**src/design/ihfe_pkg.sv**
```systemverilog
// Shared types, codes and helper functions for the IPv4 header forward engine.
// No dependencies; every other design file imports this package.
package ihfe_pkg;

  // Request codes carried on in_req_type.
  localparam logic REQ_ADD_ROUTE = 1'b0;
  localparam logic REQ_HEADER    = 1'b1;

  // Configuration register index (paddr bit 2 selects it).
  localparam logic REG_LOCAL_ADDRESS = 1'b0;

  // Header word positions and limits.
  localparam logic [3:0] WORD_LENGTH      = 4'd0;
  localparam logic [3:0] WORD_TTL         = 4'd2;
  localparam logic [3:0] WORD_DEST        = 4'd4;
  localparam logic [3:0] MIN_HEADER_WORDS = 4'd5;
  localparam logic [5:0] MAX_PREFIX_LEN   = 6'd32;

  typedef enum logic [2:0] {
    VERDICT_LOCAL    = 3'd0,
    VERDICT_FORWARD  = 3'd1,
    VERDICT_DROP_TTL = 3'd2,
    VERDICT_NO_ROUTE = 3'd3,
    VERDICT_ADDED    = 3'd4,
    VERDICT_FULL     = 3'd5
  } verdict_t;

  // Token that walks down the row of route cells, one cell per cycle.
  typedef struct packed {
    logic        add;       // route add when set, lookup otherwise
    logic [31:0] key;       // masked prefix (add) or destination (lookup)
    logic [5:0]  len;       // prefix length of an add
    logic [31:0] hop;       // next hop to store (add) or best hop so far (lookup)
    logic        hit;       // duplicate seen (add) or some route matched (lookup)
    logic [5:0]  best_len;  // length of the best match so far
    logic        free;      // a free cell has claimed this add
  } tok_t;

  // End-of-walk control broadcast to every cell.
  typedef struct packed {
    logic commit;   // make the claimed cell valid
    logic release_claim; // drop any claim
  } cell_ctl_t;

  // Packet summary handed from the header tracker on the final word.
  typedef struct packed {
    logic [31:0] dest;
    logic        local_hit;
    logic        ttl_zero;
    logic [7:0]  new_ttl;
    logic [20:0] sum;
  } pkt_t;

  function automatic logic [31:0] mask_of(input logic [5:0] len);
    logic [31:0] m;
    if (len == 6'd0) begin
      m = 32'h0;
    end else begin
      m = 32'hFFFF_FFFF << (MAX_PREFIX_LEN - len);
    end
    return m;
  endfunction

  // Two folds bring a 21-bit one's complement sum down to 16 bits.
  function automatic logic [15:0] fold_csum(input logic [20:0] s);
    logic [16:0] f1;
    logic [16:0] f2;
    f1 = {1'b0, s[15:0]} + {12'h0, s[20:16]};
    f2 = {1'b0, f1[15:0]} + {16'h0, f1[16]};
    return ~f2[15:0];
  endfunction

endpackage

```
**src/design/ihfe_hdr.sv**
```systemverilog
// Header tracker of the forward engine: counts header words, keeps TTL and destination,
// and accumulates the checksum. Depends on ihfe_pkg (pkt_t and header constants).
module ihfe_hdr
  import ihfe_pkg::*;
(
  input  logic        clk,
  input  logic        rst_n,
  input  logic        hdr_we,
  input  logic [31:0] hdr_word,
  input  logic [31:0] local_address,
  output logic        hdr_last,
  output pkt_t        pkt
);

  logic [3:0]  wc_r;
  logic [3:0]  hw_r;
  logic [7:0]  ttl_r;
  logic [31:0] dest_r;
  logic [20:0] sum_r;

  logic [3:0]  hw_cur;
  logic [7:0]  ttl_cur;
  logic [31:0] dest_cur;
  logic [7:0]  ttl_dec;
  logic [16:0] addend;
  logic [20:0] sum_nxt;
  logic [3:0]  total;
  logic [4:0]  wc_inc;

  always_comb begin
    hw_cur   = (wc_r == WORD_LENGTH) ? hdr_word[27:24] : hw_r;
    ttl_cur  = (wc_r == WORD_TTL) ? hdr_word[31:24] : ttl_r;
    dest_cur = (wc_r == WORD_DEST) ? hdr_word : dest_r;
    ttl_dec  = hdr_word[31:24] - 8'd1;
    if (wc_r == WORD_TTL) begin
      // The checksum half is skipped and the decremented TTL stands in.
      addend = {1'b0, ttl_dec, hdr_word[23:16]};
    end else begin
      addend = {1'b0, hdr_word[31:16]} + {1'b0, hdr_word[15:0]};
    end
    if (wc_r < hw_cur) begin
      sum_nxt = sum_r + {4'h0, addend};
    end else begin
      sum_nxt = sum_r;
    end
    total    = (hw_cur < MIN_HEADER_WORDS) ? MIN_HEADER_WORDS : hw_cur;
    wc_inc   = {1'b0, wc_r} + 5'd1;
    hdr_last = (wc_inc >= {1'b0, total});
  end

  always_ff @(posedge clk) begin
    if (!rst_n) begin
      wc_r   <= '0;
      hw_r   <= '0;
      ttl_r  <= '0;
      dest_r <= '0;
      sum_r  <= '0;
    end else if (hdr_we) begin
      if (hdr_last) begin
        wc_r   <= '0;
        hw_r   <= '0;
        ttl_r  <= '0;
        dest_r <= '0;
        sum_r  <= '0;
      end else begin
        wc_r   <= wc_inc[3:0];
        hw_r   <= hw_cur;
        ttl_r  <= ttl_cur;
        dest_r <= dest_cur;
        sum_r  <= sum_nxt;
      end
    end
  end

  always_comb begin
    pkt.dest      = dest_cur;
    pkt.local_hit = (dest_cur == local_address);
    pkt.ttl_zero  = (ttl_cur == 8'd0);
    pkt.new_ttl   = ttl_cur - 8'd1;
    pkt.sum       = sum_nxt;
  end

endmodule

```
**config.mk**
```make
export PLATFORM = sky130hd
export DESIGN_NAME = ihfe_hdr
export DESIGN_NICKNAME = d
export VERILOG_FILES = /design/src/design/ihfe_pkg.sv /design/src/design/ihfe_hdr.sv
export SDC_FILE = /design/constraint.sdc
export NUM_CORES = 1
export LEC_CHECK = 0
export BUFFER_PORTS_ARGS = -buffer_cell sky130_fd_sc_hd__buf_2
export CAP_MARGIN = 20
export CORE_ASPECT_RATIO = 1.75
export CORE_MARGIN = 2
export CORE_UTILIZATION = 57
export CTS_BUF_LIST = sky130_fd_sc_hd__clkbuf_4
export DETAILED_ROUTE_END_ITERATION = 10
export GPL_TIMING_DRIVEN = 0
export PLACE_DENSITY = 0.87
export SYNTH_ARGS = -nofsm -noshare
export SYNTH_HDL_FRONTEND = slang
export SYNTH_SLANG_ARGS = --single-unit
```
**constraint.sdc**
```tcl
create_clock -name clk -period 4.21 [get_ports clk]
set_input_delay 0 -clock clk [delete_from_list [all_inputs] [get_ports clk]]
set_output_delay 0 -clock clk [all_outputs]
set_load 0.01 [all_outputs]
```
Yosys cells after proc, flatten, opt, wreduce, memory -nomap -nowiden
Index checks and enable logic that the tools add are counted.
- add/sub/neg operators: 5
- magnitude comparators: 3
- eq/ne operators: 3
- mux-type cells: 11
- reductions and logical operators: 2
- operator list (kind ; count):
    two-way mux 32 bit ; 2
    two-way mux 21 bit ; 2
    == test 32 bit ; 1
    adder 21 x 17 -> 21 bit ; 1
    adder 16 x 16 -> 17 bit ; 1
    two-way mux 17 bit ; 1
    two-way mux 4 bit ; 4
    two-way mux 8 bit ; 2
    subtractor 8 x 1 -> 8 bit (second input constant) ; 2
    logical NOT 8 bit ; 1
    adder 4 x 1 -> 5 bit (second input constant) ; 1
    greater-or-equal comparator 5 x 4 -> 1 bit ; 1
    == test 4 x 2 -> 1 bit (second input constant) ; 1
    == test 4 x 3 -> 1 bit (second input constant) ; 1
    logical NOT 4 bit ; 1
    < comparator 4 x 3 -> 1 bit (second input constant) ; 1
    < comparator 4 bit ; 1
- register bits after elaboration: 69
- bits of input ports: 67

Longest topological paths before layout
- word-level depth: 6
- gate-level depth with buffers: 18

Worst setup path before layout
Ideal clock, no wire load.
- kind: register to register
- from: reg wc_r[0]
- to: reg sum_r[18]
- library setup time: 0.127 ns
- data arrival time: 3.680 ns
- slack: 0.403 ns
- cell stages (with the launch flop): 17
- path buffers: 3
- clock period less this slack: 3.807 ns
- cell sequence: dfxtp_1 > inv_1 > ha_1 > nor3b_1 > buf_2 > buf_2 > clkbuf_1 > nand2_1 > o31ai_1 > ha_1 > a21o_1 > a221o_1 > a22o_1 > o22a_1 > a21oi_1 > or4_1 > nand3_1
- word-level cells in the longest chain between the ends: 6
- elaborated cells between the ends (all ways): 12
- those cells by class: 2 x add/sub; 3 x order compare; 1 x eq/ne; 5 x mux; 1 x reduce/logical
- RTL lines (what ; RTL line ; RTL):
    start, declared ; ihfe_hdr.sv:15 ; logic [3:0] wc_r;
    start signal, assigned ; ihfe_hdr.sv:66 ; wc_r <= wc_inc[3:0];
    logical NOT 4 bit ; ihfe_hdr.sv:31 ; hw_cur = (wc_r == WORD_LENGTH) ? hdr_word[27:24] : hw_r;
    two-way mux 4 bit ; ihfe_hdr.sv:31 ;
    < comparator 4 x 3 -> 1 bit ; ihfe_hdr.sv:46 ; total = (hw_cur < MIN_HEADER_WORDS) ? MIN_HEADER_WORDS : hw_cur;
    two-way mux 4 bit ; ihfe_hdr.sv:46 ;
    greater-or-equal comparator 5 x 4 -> 1 bit ; ihfe_hdr.sv:48 ; hdr_last = (wc_inc >= {1'b0, total});
    two-way mux 21 bit (*) ; ihfe_hdr.sv:59 ; if (hdr_last) begin
    end signal, assigned ; ihfe_hdr.sv:70 ; sum_r <= sum_nxt;
    end, declared ; ihfe_hdr.sv:19 ; logic [20:0] sum_r;
Mark *: on every way between the ends. The rest lies on a longest branch, timed or not.
A chain may end at the register's enable or synchronous reset.

==> flow_summary.yaml <==
synth:
  synth_edf_count: 0
  syn_area_per_cell_um2: 7.81
  syn_area_mm2: 0.00580
  ys_ff_latch: 69
  synth-async-reset-ratio_pct: 0
  synth_cell_types: 53
  syn_inst: 742
  synth_warnings: 0
  ys_seq_area_share_pct: 23.8
  syn_nets: 859
  ys.flop_type: "dfxtp_1"
power_and_ir_drop:
  swShare_pct: 43.2
  internal_power_uw: 1740
  clockPowerShare_pct: 16.3
  seqPwrFrac_pct: 25.9
  p_switching_uw: 1320
  pwr_density_cell_mw_per_mm2: 434
  combPwrFrac_pct: 57.8
  p_leak_uw: 0.00356
  ir_worst_vdd_mv: 0.471
placement:
  place_ws_ps: -558
  io_buffers: 130
  place_congestion: 0.983
  post-dp-hpwl_um: 14200
critical_path:
  rr_worst_depth: 16
  cp-endpoint: "pkt[15]"
  cp_num_buf_inv: 3
  slowest_stage: "fa_1"
  max_stage_delay_ps: 400
  start_kind: "primary input"
  cp.depth: 20
  r2r_start: "wc_r[0]$_SDFFE_PN0P_"
  end_kind: "primary output"
  critPathKind: "primary input to primary output"
  cp.arrival_ps: 4090
  crit_path_start: "hdr_word[16]"
  cp_max_fo: 4
  cp_top_family: "compound AO/OA/AOI/OAI gates"
  rr_endpoint: "dest_r[2]$_SDFFE_PN0P_"
  path_cells: "buf_2 -> ha_1 -> inv_1 -> fa_1 -> nor2b_1 -> o21ai_1 -> a21oi_2 -> o21a_1 -> o21ai_1 -> and4_1 -> nor3_2 -> ha_1 -> a21o_1 -> a221o_1 -> a31o_2 -> a21oi_4 -> o21bai_1 -> xor2_1 -> mux2_2 -> buf_2"
  required_ps: 4210
  reg2reg_slack_ps: 250
grt:
  grt_pass1_wl_um: 28300
  grt_usage_pct: 33.4
  grt_max_degree: 12
  first_global_vias: 6024
  antenna_found_initial: 1
  overflow: 0
cts:
  cts_buffers: 9
  clk_latency_ps: 460
  clk_pin_slew_worst_paths_ps: 120
  htree_levels: 3
  clockBufferDepth: 2
  cts.sinks: 69
  ctsRootBufferMaster: "clkbuf_4"
  cts_tree: "built"
sta:
  worst_pin_slew_ps: 784
  clock_skew_ps: 12.5
  hold_viol_final: 0
  period_needed_ps: 4090
  fin_ws_ps: 124
  maxSlewViolCount: 0
  finalSetupViolations: 0
  fmax_mhz: 245
  max_slew_margin_pct: 47.5
  tns_ps: 0
  finalCritPeriodShare_pct: 97.1
run:
  maxCapViolations: 0
routing:
  drt-pass1-iter-count: 6
  drt_iter0_drc: 530
  viasPerCell: 6.13
  totalWireLength_um: 18400
  via_count: 6299
  wl_per_cell_um: 17.9
  drc: 0
  antenna_left: 0
floorplan:
  coreArea_mm2: 0.00991
  io-pin-count: 131
  die_x_um: 80.2
  rows: 48
  initial_core_util_pct: 58.5
  die_area_mm2: 0.0110
  die_y_um: 137
min_path:
  min_path_type: "primary input to flip-flop"
  hold_start: "hdr_word[5]"
  hold_depth: 5
layout:
  layout-drive-gt1-share_pct: 21.8
  layout.nets: 1014
  areaGrowthSynthToFinish_pct: 21.6
outcome:
  outcome: "complete, no violations"
## logic make-up after synthesis
family,count (synthesis),share of synthesized area (%)
buffers and inverters,86,6.00
and+or+nand+nor,225,17.7
AOI/OAI and AO/OA,186,21.2
muxes,50,8.83
xor gates and xnor gates,76,11.5
DFF,69,23.8
adders and majority gates,50,11.1
## cells in the mapped netlist, types with 3 or more instances
cell,n,area (um^2)
nand4_1,12,75.1
a21o_1,13,97.6
o211ai_1,3,22.5
a31oi_1,6,37.5
mux2_2,9,101
and4_1,3,26.3
a2111oi_0,3,26.3
nor3_1,12,60.1
dfxtp_1,69,1380
or4_1,5,37.5
nor2_1,93,349
nand2_1,66,248
xor2_1,18,158
a22oi_1,39,293
mux2i_1,41,410
xnor2_1,58,508
a22o_1,8,70.1
nand3_1,6,30.0
a21oi_1,49,245
clkbuf_1,27,101
o21a_1,7,52.6
nor4_1,10,62.6
ha_1,48,601
nor2b_1,3,18.8
inv_1,47,176
a211oi_1,4,30.0
buf_2,8,40.0
o31ai_1,3,22.5
nand3b_1,3,22.5
and3_1,3,18.8
o21ai_0,31,155
o21bai_1,4,30.0
## how the worst min path moves through the flow
stage	to
after detailed placement	sum_r[20]$_SDFFE_PN0P_
after global routing	dest_r[5]$_SDFFE_PN0P_
after floorplan	sum_r[20]$_SDFFE_PN0P_
final	dest_r[5]$_SDFFE_PN0P_
after global placement	sum_r[20]$_SDFFE_PN0P_
after CTS	dest_r[2]$_SDFFE_PN0P_
## sequential cells by signal, indices dropped and copies added, names as in the netlist
register	cells
dest_r	32
sum_r	21
ttl_r	8
hw_r	4
wc_r	4
## through the flow
| step | cells | hold slack (ps) | power (uW) | utilization (%) | area [um^2] |
|---|---|---|---|---|---|
| finish | 1028 | 12.1 | 3060 | 71.1 | 7050 |
| global route | 1028 | 30.8 | 3260 | 71.1 | 7050 |
| global placement | 997 | 332 | 2420 | 66.6 | 6600 |
| detailed placement | 997 | 327 | 2440 | 66.6 | 6600 |
| CTS | 1026 | 1.11 | 2990 | 70.0 | 6940 |
| floorplan | 742 | 164 | 1960 | - | 5800 |
## layer usage
layer / part of all wire [%] / routed length [um] / vias up / GRT usage [%]
li1: - / - / 2944 / -
met1: 35 / 6470 / 2908 / 33.2
met2: 49 / 9110 / 330 / 58.7
met3: 7.5 / 1380 / 117 / 7.27
met4: 8.1 / 1500 / 0 / 26.2
met5: 0 / 0 / - / 0
## placed cells by master (no fill, tap or decap), types with 4 or more instances in the layout
cell           synthesis  routed
a21oi_1               49      43
o21a_1                 7       7
or4_1                  5       5
buf_2                  8     137
nand2_1               66      65
a31oi_1                6       5
dlygate4sd3_1          0      11
a22oi_1               39      39
clkbuf_4               0      10
nand4_1               12      12
nor4_1                10      10
clkinv_1               2       4
a21oi_2                0       4
xor2_1                18      18
mux2_2                 9       9
buf_6                  2       5
o21ai_1                0       7
nor2_1                93      93
o21bai_1               4       4
nand3_1                6       6
inv_1                 47      47
dfxtp_1               69      67
nor3_1                12      11
mux2i_1               41      40
a21o_1                13      13
ha_1                  48      47
clkbuf_1              27      22
a22o_1                 8       8
o21ai_0               31      23
xnor2_1               58      58
## what timing repair did
item                                    4_1_cts  5_1_grt
gates cloned                                  0        0
gates resized for setup                      17       35
endpoints found under the setup margin       29       57
pin swaps                                     1        6
endpoints found under the hold margin        11        0
setup buffers                                 2        1
hold buffers                                 11        0
## tightest hold or removal path, cell delays in order
cell and delay (ps):
buf_2 120, mux2i_1 100, inv_1 80, a22oi_1 60, nor2_1 80
## cell type report
| type | count | area, um^2 |
|---|---|---|
| inverters | 49 | 184 |
| fillers | 799 | 2860 |
| plain buffers | 37 | 189 |
| clock inverters | 6 | 77.6 |
| flip-flops and latches | 69 | 1390 |
| repair buffers | 144 | 783 |
| well taps | 125 | 156 |
| diodes | 1 | 2.50 |
| clock buffers | 10 | 75.1 |
| multi-input cells | 587 | 4200 |
## power by group through the flow
stage | Sequential, uW | Combinational [uW] | Clock, uW
floorplan | 783 | 1170 | 0
finish | 791 | 1770 | 499
detailed placement | 801 | 1640 | 0
global placement | 797 | 1620 | 0
CTS | 787 | 1700 | 498
global route | 801 | 1940 | 519
Note: power is estimated with default switching activity, not from simulation.
