`src/design/ihfe_pkg.sv`:
```
// Shared types, codes and helper functions for the IPv4 header forward engine.
// No dependencies; every other design file imports this package.
package ihfe_pkg;

  // Request codes carried on in_req_type.
  localparam logic REQ_ADD_ROUTE = 1'b0;
  localparam logic REQ_HEADER    = 1'b1;

  // Configuration register index (paddr bit 2 selects it).
  localparam logic REG_LOCAL_ADDRESS = 1'b0;

  // Header word positions and limits.
  localparam logic [3:0] WORD_LENGTH      = 4'd0;
  localparam logic [3:0] WORD_TTL         = 4'd2;
  localparam logic [3:0] WORD_DEST        = 4'd4;
  localparam logic [3:0] MIN_HEADER_WORDS = 4'd5;
  localparam logic [5:0] MAX_PREFIX_LEN   = 6'd32;

  typedef enum logic [2:0] {
    VERDICT_LOCAL    = 3'd0,
    VERDICT_FORWARD  = 3'd1,
    VERDICT_DROP_TTL = 3'd2,
    VERDICT_NO_ROUTE = 3'd3,
    VERDICT_ADDED    = 3'd4,
    VERDICT_FULL     = 3'd5
  } verdict_t;

  // Token that walks down the row of route cells, one cell per cycle.
  typedef struct packed {
    logic        add;       // route add when set, lookup otherwise
    logic [31:0] key;       // masked prefix (add) or destination (lookup)
    logic [5:0]  len;       // prefix length of an add
    logic [31:0] hop;       // next hop to store (add) or best hop so far (lookup)
    logic        hit;       // duplicate seen (add) or some route matched (lookup)
    logic [5:0]  best_len;  // length of the best match so far
    logic        free;      // a free cell has claimed this add
  } tok_t;

  // End-of-walk control broadcast to every cell.
  typedef struct packed {
    logic commit;   // make the claimed cell valid
    logic release_claim; // drop any claim
  } cell_ctl_t;

  // Packet summary handed from the header tracker on the final word.
  typedef struct packed {
    logic [31:0] dest;
    logic        local_hit;
    logic        ttl_zero;
    logic [7:0]  new_ttl;
    logic [20:0] sum;
  } pkt_t;

  function automatic logic [31:0] mask_of(input logic [5:0] len);
    logic [31:0] m;
    if (len == 6'd0) begin
      m = 32'h0;
    end else begin
      m = 32'hFFFF_FFFF << (MAX_PREFIX_LEN - len);
    end
    return m;
  endfunction

  // Two folds bring a 21-bit one's complement sum down to 16 bits.
  function automatic logic [15:0] fold_csum(input logic [20:0] s);
    logic [16:0] f1;
    logic [16:0] f2;
    f1 = {1'b0, s[15:0]} + {12'h0, s[20:16]};
    f2 = {1'b0, f1[15:0]} + {16'h0, f1[16]};
    return ~f2[15:0];
  endfunction

endpackage

```
`src/design/ihfe_cell.sv`:
```
// One route table cell of the forward engine: holds one entry and passes the token on.
// Depends on ihfe_pkg (tok_t, cell_ctl_t, mask_of).
module ihfe_cell
  import ihfe_pkg::*;
(
  input  logic      clk,
  input  logic      rst_n,
  input  logic      tok_in_valid,
  input  tok_t      tok_in,
  input  cell_ctl_t ctl,
  output logic      tok_out_valid,
  output tok_t      tok_out
);

  logic        valid_r;
  logic        claim_r;
  logic [31:0] prefix_r;
  logic [5:0]  len_r;
  logic [31:0] hop_r;
  logic        tok_valid_r;
  tok_t        tok_r;
  tok_t        tok_nxt;
  logic        claim_now;
  logic        look_match;

  assign look_match = valid_r && ((tok_in.key & mask_of(len_r)) == prefix_r);
  assign claim_now  = tok_in_valid && tok_in.add && !valid_r && !tok_in.free;

  always_comb begin
    tok_nxt = tok_in;
    if (tok_in.add) begin
      if (valid_r && prefix_r == tok_in.key && len_r == tok_in.len) begin
        tok_nxt.hit = 1'b1;
      end
      if (!valid_r && !tok_in.free) begin
        tok_nxt.free = 1'b1;
      end
    end else if (look_match && (!tok_in.hit || len_r > tok_in.best_len)) begin
      // Strictly longer wins, so the lowest index keeps a tie.
      tok_nxt.hit      = 1'b1;
      tok_nxt.best_len = len_r;
      tok_nxt.hop      = hop_r;
    end
  end

  always_ff @(posedge clk) begin
    if (!rst_n) begin
      valid_r     <= 1'b0;
      claim_r     <= 1'b0;
      tok_valid_r <= 1'b0;
    end else begin
      tok_valid_r <= tok_in_valid;
      if (claim_now) begin
        claim_r <= 1'b1;
      end else if (ctl.release_claim) begin
        claim_r <= 1'b0;
      end
      if (ctl.commit && claim_r) begin
        valid_r <= 1'b1;
      end
    end
  end

  // Entry payload is written on claim; it is only read once the entry is valid.
  always_ff @(posedge clk) begin
    tok_r <= tok_nxt;
    if (claim_now) begin
      prefix_r <= tok_in.key;
      len_r    <= tok_in.len;
      hop_r    <= tok_in.hop;
    end
  end

  assign tok_out_valid = tok_valid_r;
  assign tok_out       = tok_r;

endmodule

```
`config.mk`:
```
export PLATFORM = sky130hd
export DESIGN_NAME = ihfe_cell
export DESIGN_NICKNAME = d
export VERILOG_FILES = /design/src/design/ihfe_pkg.sv /design/src/design/ihfe_cell.sv
export SDC_FILE = /design/constraint.sdc
export NUM_CORES = 1
export LEC_CHECK = 0
export BUFFER_PORTS_ARGS = -buffer_cell sky130_fd_sc_hd__clkbuf_2
export CAP_MARGIN = 20
export CORE_MARGIN = 4
export CORE_UTILIZATION = 49
export CTS_BUF_LIST = sky130_fd_sc_hd__clkbuf_4 sky130_fd_sc_hd__clkbuf_8
export DETAILED_ROUTE_END_ITERATION = 8
export GPL_TIMING_DRIVEN = 0
export PLACE_DENSITY = 0.72
export SLEW_MARGIN = 20
export SYNTH_ARGS = -nofsm -noshare
export SYNTH_HDL_FRONTEND = slang
export SYNTH_SLANG_ARGS = --single-unit
```
`constraint.sdc`:
```
create_clock -name clk -period 11.3 [get_ports clk]
set_input_delay 1.695 -clock clk [delete_from_list [all_inputs] [get_ports clk]]
set_output_delay 1.695 -clock clk [all_outputs]
set_load 0.02 [all_outputs]
```
[Word level (Yosys, flattened, before mapping)]
Index checks and enable logic that the tools add are counted.
Word-level totals
  register bits after elaboration: 152
  input port bits: 84
  word-level logic and storage cells: 45
Operators by class
  $add $sub $neg: 1
  magnitude comparators: 1
  equal/unequal tests: 3
  shifts and indexed selects: 1
  mux-type cells: 10
  bitwise gates (word level): 1
  reductions and logical operators: 15
Operator list (count)
  32-bit == test: 2
  32-bit 2-to-1 mux: 2
  39-bit 2-to-1 mux: 1
  32-bit AND: 1
  32-bit by 6-bit << shifter with 32-bit output (first input constant): 1
  1-bit logical AND: 9
  6-bit == test: 1
  6-bit > comparator: 1
  6-bit logical NOT: 1
  1-bit 2-to-1 mux: 6
  6-bit 2-to-1 mux: 1
  6-bit subtractor (first input constant): 1
  1-bit logical NOT: 3
  2-bit nonzero test: 1
  1-bit logical OR: 1

[Logic depth before layout (Yosys ltp)]
Gate-level depths: netlist (run 1).
  depth in word-level cells: 9
  depth in mapped cells: 16
  mapped depth without buffers: 11

[Least setup slack after synthesis (run 1)]
OpenSTA, ideal clock, no wires.
  kind: input -> register
  start point: input port tok_in[0] (netlist bit)
  end point: register hop_r[0] (enable)
  library setup time: 0.677 ns
  arrival: 8.507 ns
  data required time: 10.623 ns
  path slack: 2.116 ns
  stages: 1
  path buffers: 0
  path through: nor4bb_1
Between the ends
  word-level cells in the longest chain between the ends: 2
Ends and longest elaborated chain
  start, declared: RTL line ihfe_cell.sv:9  | input tok_t tok_in,
  1-bit logical NOT: RTL line ihfe_cell.sv:27  | assign claim_now = tok_in_valid && tok_in.add && !valid_r && !tok_in.free;
  1-bit logical AND: RTL line ihfe_cell.sv:27
  end signal, assigned: RTL line ihfe_cell.sv:70  | hop_r <= tok_in.hop;
  end, declared: RTL line ihfe_cell.sv:19  | logic [31:0] hop_r;
No other way between the ends.
A chain may end at the register's enable or synchronous reset.

==> results.ini, run 1 <==
[status]
outcome=complete, no violations

[timing]
setup_viol=0
period_share=0.442
period_needed_ns=5.00
rsz0062_at_grt=false
hold_ws_ns=0.458
hold_viol=0
drv_slew=0
worst_clock_skew_ns=0.0120
fmax_mhz=200
worstMarginPinSlew_ns=1.00
relSlewSlack=0.332

[power_and_ir_drop]
p_per_area_nw_per_um2=140
p_leak_nw=3.23
p_total_mw=1.12
ir_drop_mv=0.108

[logic_synthesis]
synth.area.mux_share=0.0695
synthXorXnorAreaFrac=0.0523
ys_seq_area_frac=0.573
synth_fa_ha_area_frac=0.0192
synth_compound_area_frac=0.116
ys_types=72
synth_top_family_by_area=simple AND/OR/NAND/NOR gates
synth_edf_count=70
synth_seq_cells=152
synthCells=554
netlist_area_sq_um=6530
synth_flop_cell=dfxtp_1
yosys.area_share.simple=0.140
syn-num-nets=648
ys_warn_count=0
syn_avg_cell_area_sq_um=11.8
async_flop_share=0

[grt]
grt_pass1_wl_um=28100
first_global_vias=5342
overflow=0
antenna_found_initial=0
grt_max_degree=17
track_usage=0.247

[clock_network]
cts_tree=built
cts_max_path_buffers=2
clock_latency_ns=0.46
postCtsSetupBuffers=0
clk_pin_slew_ns=0.08
cts.sinks=152
cts_max_level=4
numCtsBuffers=17
root_buffer=clkbuf_8
postCtsResizedCells=0
holdBufCountCts=0

[routing]
ant_nets=0
drcViolationCount=0
dr.pass1.iters=7
drtIter0Drc=411
routed_wl_um=18300
viasPerCell=5.63
vias=5219
routedWlPerCell_um=19.8

[worst_setup_path]
critPathSlowestCell=or4b_2
crit_type=flop to flop
reg2reg_slack_ns=6.30
end_kind=flop
crit_family=simple AND/OR/NAND/NOR gates
path_max_fanout=10
cp_data_arrival_time_ns=5.33
worst_setup_path_start_kind=flop
cp.required_ns=11.64
worst-path-buf-inv=5
worstPathCellList=clkbuf_1, inv_1, ha_1, buf_1, nor2_1, o21ai_0, or4b_2, nor3_1, nor3_1, nor4b_1, nand4_1, and4bb_1, buf_6, buf_6, mux2_1
cpPeakStageDelay_ns=0.68

[place]
port_buffers=163
dp.final_hpwl_um=14100
globalplace.congestion=0.934

[floorplan]
die-area_sq_um=15200
core-area_sq_um=12800
ios=164
rows=41
die_w_um=123
start_util=0.509
die_h_um=123

[layout]
drive_above_1_share=0.285
finalNetCount=836
num_antenna_cells=0
area_growth_pct=22.5

[worst_hold_path]
hold_class=flop to flop

[job]
max-cap-violations=0

[synth_stat cells (all sizes together), types with 8 or more instances]
library cell  number  area share
a21oi             15       0.011
buf               10       0.010
clkbuf            11      0.0063
dfxtp             82        0.25
edfxtp            70        0.32
ha                10       0.019
inv               22       0.013
mux2              35       0.060
nand2             24       0.014
nand2b            15       0.014
nand3             12      0.0092
nand4             11       0.011
nor2              28       0.016
nor2b             15       0.014
nor3              14       0.011
nor4              14       0.013
o211ai             8      0.0092
o21ai             18       0.014
xnor2              9       0.012
xor2              30       0.040
[per-layer routing]
metal / wire, um / vias to the layer above / GRT usage
met4: 629 / 0 / 0.120
met5: 0 / - / 0
met1: 7630 / 2478 / 0.301
li1: - / 2455 / -
met2: 8610 / 248 / 0.405
met3: 1450 / 38 / 0.0682
[layout by cell type, fill, tap and decap left out, types with 11 or more instances in the layout]
cell / n
nand3_1: 12
edfxtp_1: 70
nor2b_1: 15
dfxtp_1: 82
xor2_1: 30
inv_1: 22
clkbuf_2: 163
nand2b_1: 15
mux2_1: 35
clkbuf_1: 11
nand4_1: 11
clkbuf_8: 17
nand2_1: 24
a21oi_1: 15
nor4_1: 14
nor2_1: 27
nor3_1: 14
o21ai_0: 15
[stage by stage]
stage	instance area, sq um	setup WS [ns]	instances	setup TNS [ns]	util
global route	8000	5.89	927	0	0.624
CTS	8000	6.35	927	0	0.624
detailed placement	7630	6.37	895	0	0.595
global placement	7560	-1.12	889	-78.26	0.590
floorplan	6530	2.12	554	0	-
finish	8000	6.30	927	0	0.624
[cells by family (layout without fill, tap and decap cells)]
| logic type | after synthesis | after routing |
|---|---|---|
| fa+ha+maj | 10 | 10 |
| buf+inv | 43 | 244 |
| simple gates | 163 | 163 |
| mux | 41 | 41 |
| compound gates | 106 | 106 |
| flops | 152 | 152 |
| xor+xnor | 39 | 39 |
[registers in the layout, indices dropped and copies added (netlist names)]
name,flops
prefix_r,32
claim_r,1
tok_out_valid,1
tok_out,79
valid_r,1
len_r,6
hop_r,32
[power breakdown]
group | total, mW | leakage [nW] | internal, mW | switching, mW
Sequential | 0.608 | 1.33 | 0.599 | 0.00967
Clock | 0.390 | 0.188 | 0.185 | 0.205
Combinational | 0.122 | 1.71 | 0.0452 | 0.0772
[path summary, 6_finish.rpt]
check        startpoint          end  cells after the start
min           hop_r[30]  tok_out[38]                      1
max reg2reg    len_r[0]   tok_out[5]                     15
max            len_r[0]   tok_out[5]                     15
min reg2reg   hop_r[30]  tok_out[38]                      1
[layout make-up]
type                            instances  area [sq um]
Sequential cell                       152          3740
Inverter                               22          82.6
Timing Repair Buffer                  169           865
Fill cell                            1077          4820
Buffer                                 21           108
Multi-Input combinational cell        359          2610
Tap cell                              172           215
Clock inverter                         12           118
Clock buffer                           20           256
[worst reg2reg max path, cell delays in order, from the launching register on]
cell	delay, ns
edfxtp_1	0.50
clkbuf_1	0.42
inv_1	0.17
ha_1	0.29
buf_1	0.26
nor2_1	0.28
o21ai_0	0.23
or4b_2	0.68
nor3_1	0.23
nor3_1	0.14
nor4b_1	0.39
nand4_1	0.26
and4bb_1	0.37
buf_6	0.17
buf_6	0.18
mux2_1	0.33
No activity file was read; power rests on OpenSTA's default activity.
==> inputs of run 2 (changes only) <==
--- a/config.mk
+++ b/config.mk
@@ -12,7 +12,7 @@
 export CTS_BUF_LIST = sky130_fd_sc_hd__clkbuf_4 sky130_fd_sc_hd__clkbuf_8
 export DETAILED_ROUTE_END_ITERATION = 8
 export GPL_TIMING_DRIVEN = 0
-export PLACE_DENSITY = 0.72
+export PLACE_DENSITY = 0.75
 export SLEW_MARGIN = 20
 export SYNTH_ARGS = -nofsm -noshare
 export SYNTH_HDL_FRONTEND = slang
==> constraint.sdc (replaced) <==
create_clock -name clk -period 4.2 [get_ports clk]
set_input_delay 0.63 -clock clk [delete_from_list [all_inputs] [get_ports clk]]
set_output_delay 0.63 -clock clk [all_outputs]
set_load 0.02 [all_outputs]
==> results.ini, run 2 (synthesized netlist as in run 1, its figures left out) <==
[routing]
ant_nets=0
routedWlPerCell_um=19.3
routed_wl_um=18100
vias=5305
viasPerCell=5.66
drtIter0Drc=410
drcViolationCount=0
dr.pass1.iters=6

[floorplan]
core-area_sq_um=12800
die_w_um=123
die_h_um=123
die-area_sq_um=15200
ios=164
start_util=0.509
rows=41

[place]
globalplace.congestion=0.948
dp.final_hpwl_um=14000
port_buffers=163

[worst_setup_path]
path_max_fanout=10
cp_data_arrival_time_ns=4.42
end_kind=flop
reg2reg_slack_ns=0.11
worst_setup_path_start_kind=flop
crit_type=flop to flop
cp.required_ns=4.53

[timing]
period_share=0.973
worst_clock_skew_ns=0.0106
hold_viol=0
period_needed_ns=4.09
drv_slew=0
worstMarginPinSlew_ns=0.542
fmax_mhz=245
setup_viol=0
hold_ws_ns=0.307
setup_tns_ns=0
relSlewSlack=0.637

[power_and_ir_drop]
ir_drop_mv=0.174
p_leak_nw=3.35
p_per_area_nw_per_um2=366

[grt]
overflow=0
grt_pass1_wl_um=27300
antenna_found_initial=0
grt_max_degree=17
first_global_vias=5134
track_usage=0.241

[clock_network]
holdBufCountCts=0
cts.sinks=152
cts_max_path_buffers=2
root_buffer=clkbuf_8
cts_max_level=4
clk_pin_slew_ns=0.08
numCtsBuffers=17
cts_tree=built
clock_latency_ns=0.45

[layout]
largest_register_ff_count=79
num_antenna_cells=0
fillerInstances=1024
area_growth_pct=27.1
finalNetCount=846
final_cell_mix=clkbuf_2 (169), dfxtp_1 (82), edfxtp_1 (70), mux2_1 (35), xor2_1 (29)
final_common_cell=clkbuf_2
drive_above_1_share=0.336

[status]
outcome=complete, no violations

[job]
max-cap-violations=0

[worst_hold_path]
hold_class=input pin to flop

==> run 2: cell types whose count changed in the layout (fill, tap and decap cells not counted), sizes merged <==
cell      delta
buf         +10
clkbuf       -3
clkinv       +2
clkinvlp     +1
==> run 2: path summary, 6_finish.rpt <==
path | from | end | depth (start not counted)
setup / recovery | len_r[2] | tok_out[29] | 13
hold / removal | tok_in[50] | tok_out[50] | 1
setup reg to reg | len_r[2] | tok_out[29] | 13
hold reg to reg | hop_r[16] | tok_out[24] | 1
==> run 2: cell type report <==
cell class	instances	area [sq um]	area share
Sequential cell	152	3740	0.451
Clock buffer	17	234	0.0282
Buffer	20	136	0.0164
Inverter	22	82.6	0.00995
Tap cell	172	215	0.0259
Multi-Input combinational cell	359	2770	0.334
Clock inverter	15	144	0.0173
Timing Repair Buffer	180	975	0.117
==> run 2: power breakdown <==
part / switching, mW / total, mW / internal [mW]
Combinational: 0.213 / 0.344 / 0.132
Clock: 0.581 / 1.06 / 0.480
Sequential: 0.0256 / 1.64 / 1.61
==> run 2: worst max-delay path, cell delays in order, from the launching register on <==
cell and delay [ns]:
edfxtp_1 0.55, or4_1 0.55, clkbuf_4 0.22, o21a_2 0.26, nor2_4 0.17, buf_6 0.16
o211ai_1 0.11, a222oi_1 0.35, nor4b_2 0.27, nand4_1 0.22, and4bb_2 0.41, buf_6 0.17
buf_6 0.17, mux2_1 0.34
==> run 2: metrics by stage <==
stage                     worst slack, ns  std cells   util  total power, mW  instance area, sq um
final                               0.115        937  0.647             3.04                  8300
after global placement             -0.811        889  0.591             1.99                  7580
after floorplan                     0.381        554      -             1.84                  6550
after CTS                         0.00194        931  0.637             3.06                  8170
after detailed placement           -0.769        896  0.596             2.00                  7650
after global routing              -0.0133        937  0.647             3.16                  8300
==> run 2: layer usage <==
metal,part of all wire,global-route usage,up-vias,wire (um)
met3,0.075,0.0608,43,1360
met2,0.47,0.390,262,8450
met4,0.038,0.126,0,680
li1,-,-,2484,-
met1,0.42,0.296,2516,7630
met5,0,0,-,0
==> run 2: timing repair <==
item / in CTS / in global routing
buffers inserted: 4 / 6
resized for setup: 27 / 27
pin swaps: 3 / 5
endpoints found under the setup margin: 38 / 38
==> inputs of run 3 (changes only) <==
--- a/config.mk
+++ b/config.mk
@@ -10,9 +10,10 @@
 export CORE_MARGIN = 4
 export CORE_UTILIZATION = 49
 export CTS_BUF_LIST = sky130_fd_sc_hd__clkbuf_4 sky130_fd_sc_hd__clkbuf_8
+export CTS_CLUSTER_DIAMETER = 100
 export DETAILED_ROUTE_END_ITERATION = 8
 export GPL_TIMING_DRIVEN = 0
-export PLACE_DENSITY = 0.75
+export PLACE_DENSITY = 0.74
 export SLEW_MARGIN = 20
 export SYNTH_ARGS = -nofsm -noshare
 export SYNTH_HDL_FRONTEND = slang
==> constraint.sdc (replaced) <==
create_clock -name clk -period 4.5 [get_ports clk]
set_input_delay 0.675 -clock clk [delete_from_list [all_inputs] [get_ports clk]]
set_output_delay 0.675 -clock clk [all_outputs]
set_load 0.02 [all_outputs]
==> results.ini, run 3 (synthesized netlist as in run 1, its figures left out) <==
[timing]
relSlewSlack=0.412
setup_tns_ns=0
period_needed_ns=4.23
fmax_mhz=236
setup_viol=0
drv_slew=0
worst_clock_skew_ns=0.00896
hold_viol=0
period_share=0.940
rsz0062_at_grt=false
hold_ws_ns=0.368
worstMarginPinSlew_ns=0.875

[place]
dp.final_hpwl_um=13900
place_inst=895
globalplace.congestion=0.956
port_buffers=163

[layout]
final_cell_mix=clkbuf_2 (165), dfxtp_1 (82), edfxtp_1 (70), mux2_1 (35), xor2_1 (29)
finalNonFillerCells=930
num_antenna_cells=0
fillerInstances=1043
largest_register_ff_count=79
area_growth_pct=26.5
finalNetCount=839
drive_above_1_share=0.314
final_common_cell=clkbuf_2
finish.utilization=0.644

[power_and_ir_drop]
p_leak_nw=3.34
power.share.clock=0.393
p_per_area_nw_per_um2=367
p_total_mw=3.04
power_switching_share=0.244
pwr-share-seq=0.503
comb_power_share=0.104
p_sw_uw=741
ir_drop_mv=0.191
p_int_mw=2.29

[clock_network]
cts_tree=built
numCtsBuffers=17
cts_max_path_buffers=2
cts_max_level=4
root_buffer=clkbuf_8
holdBufCountCts=0
cts.sinks=152
clk_pin_slew_ns=0.08
clock_latency_ns=0.45

[floorplan]
die-area_sq_um=15200
rows=41
ios=164
start_util=0.509
die_w_um=123
core-area_sq_um=12800
die_h_um=123

[status]
outcome=complete, no violations

[grt]
grt_pass1_wl_um=27100
overflow=0
grt_max_degree=17
antenna_found_initial=0
first_global_vias=5091
track_usage=0.237

[worst_setup_path]
end_kind=flop
crit_type=flop to flop
cp.required_ns=4.84
path_max_fanout=10
cpPeakStageDelay_ns=0.65
reg2reg_slack_ns=0.27
critPathSlowestCell=or4b_2
cp_data_arrival_time_ns=4.56
worst_setup_path_start_kind=flop
path_common_cell=buf_6
worstPathCellList=buf_6, inv_1, ha_2, buf_4, nor2_1, o21ai_0, or4b_2, nor3_1, nor3_1, nor4b_2, nand4_1, and4bb_1, buf_6, buf_6, mux2_1

[routing]
vias=5202
drcViolationCount=0
routedWlPerCell_um=19.5
routed_wl_um=18100
ant_nets=0
viasPerCell=5.59
dr.pass1.iters=5
drtIter0Drc=382

[worst_hold_path]
hold_class=input pin to flop

[job]
max-cap-violations=0

## run 3: cell types whose count changed in the layout (fill, tap and decap cells not counted), sizes merged
cell      previous run  this run
bufinv               1         5
clkinvlp             3         0
buf                 26        19
clkbuf             191       192
inv                 27        25
## run 3: power by group through the flow
stage / Sequential [mW] / Clock, mW / Combinational [mW]
floorplan: 1.61 / 0 / 0.113
global placement: 1.56 / 0 / 0.297
detailed placement: 1.56 / 0 / 0.305
CTS: 1.53 / 1.22 / 0.310
global route: 1.53 / 1.27 / 0.342
finish: 1.53 / 1.19 / 0.315
## run 3: what timing repair did
action	in CTS	in global routing
buffers inserted	1	2
setup endpoints to repair	38	38
resized for setup	13	23
hold endpoints to repair	0	0
pin swaps	0	3
## run 3: through the flow
stage	instance area (sq um)	worst slack, ns
after floorplan	6550	0.681
after global placement	7580	-0.724
after detailed placement	7640	-0.629
after CTS	8150	0.00572
after global routing	8260	0.00576
final	8260	0.271
## run 3: final timing paths
kind,cells after the start,startpoint,end
min,1,tok_in[51],tok_out[51]
max,15,len_r[1],tok_out[36]
min reg2reg,1,hop_r[22],tok_out[30]
max reg2reg,15,len_r[1],tok_out[36]
## run 3: area by class of cell
| type | count | area, sq um | area share |
|---|---|---|---|
| sequential | 152 | 3740 | 0.453 |
| multi-input combinational | 359 | 2730 | 0.331 |
| timing repair buffer | 172 | 898 | 0.109 |
| clock buffer | 18 | 241 | 0.0292 |
| clock inverter | 14 | 220 | 0.0267 |
| tap | 172 | 215 | 0.0260 |
| buffer | 21 | 128 | 0.0154 |
| inverter | 22 | 82.6 | 0.00999 |
## run 3: worst max-delay path: cells and delay by family (launching register included)
| family | cells | cell delay, ns |
|---|---|---|
| simple gates | 7 | 2.02 |
| buf+inv | 5 | 0.83 |
| flops | 1 | 0.47 |
| mux | 1 | 0.34 |
| fa+ha+maj | 1 | 0.23 |
| compound gates | 1 | 0.21 |
## run 3: layer usage
layer	track usage	part of all wire	wire [um]	vias up
li1	-	-	-	2458
met1	0.298	0.42	7630	2476
met2	0.392	0.47	8470	236
met3	0.0622	0.082	1490	32
met4	0.0934	0.028	514	0
met5	0	0	0	-
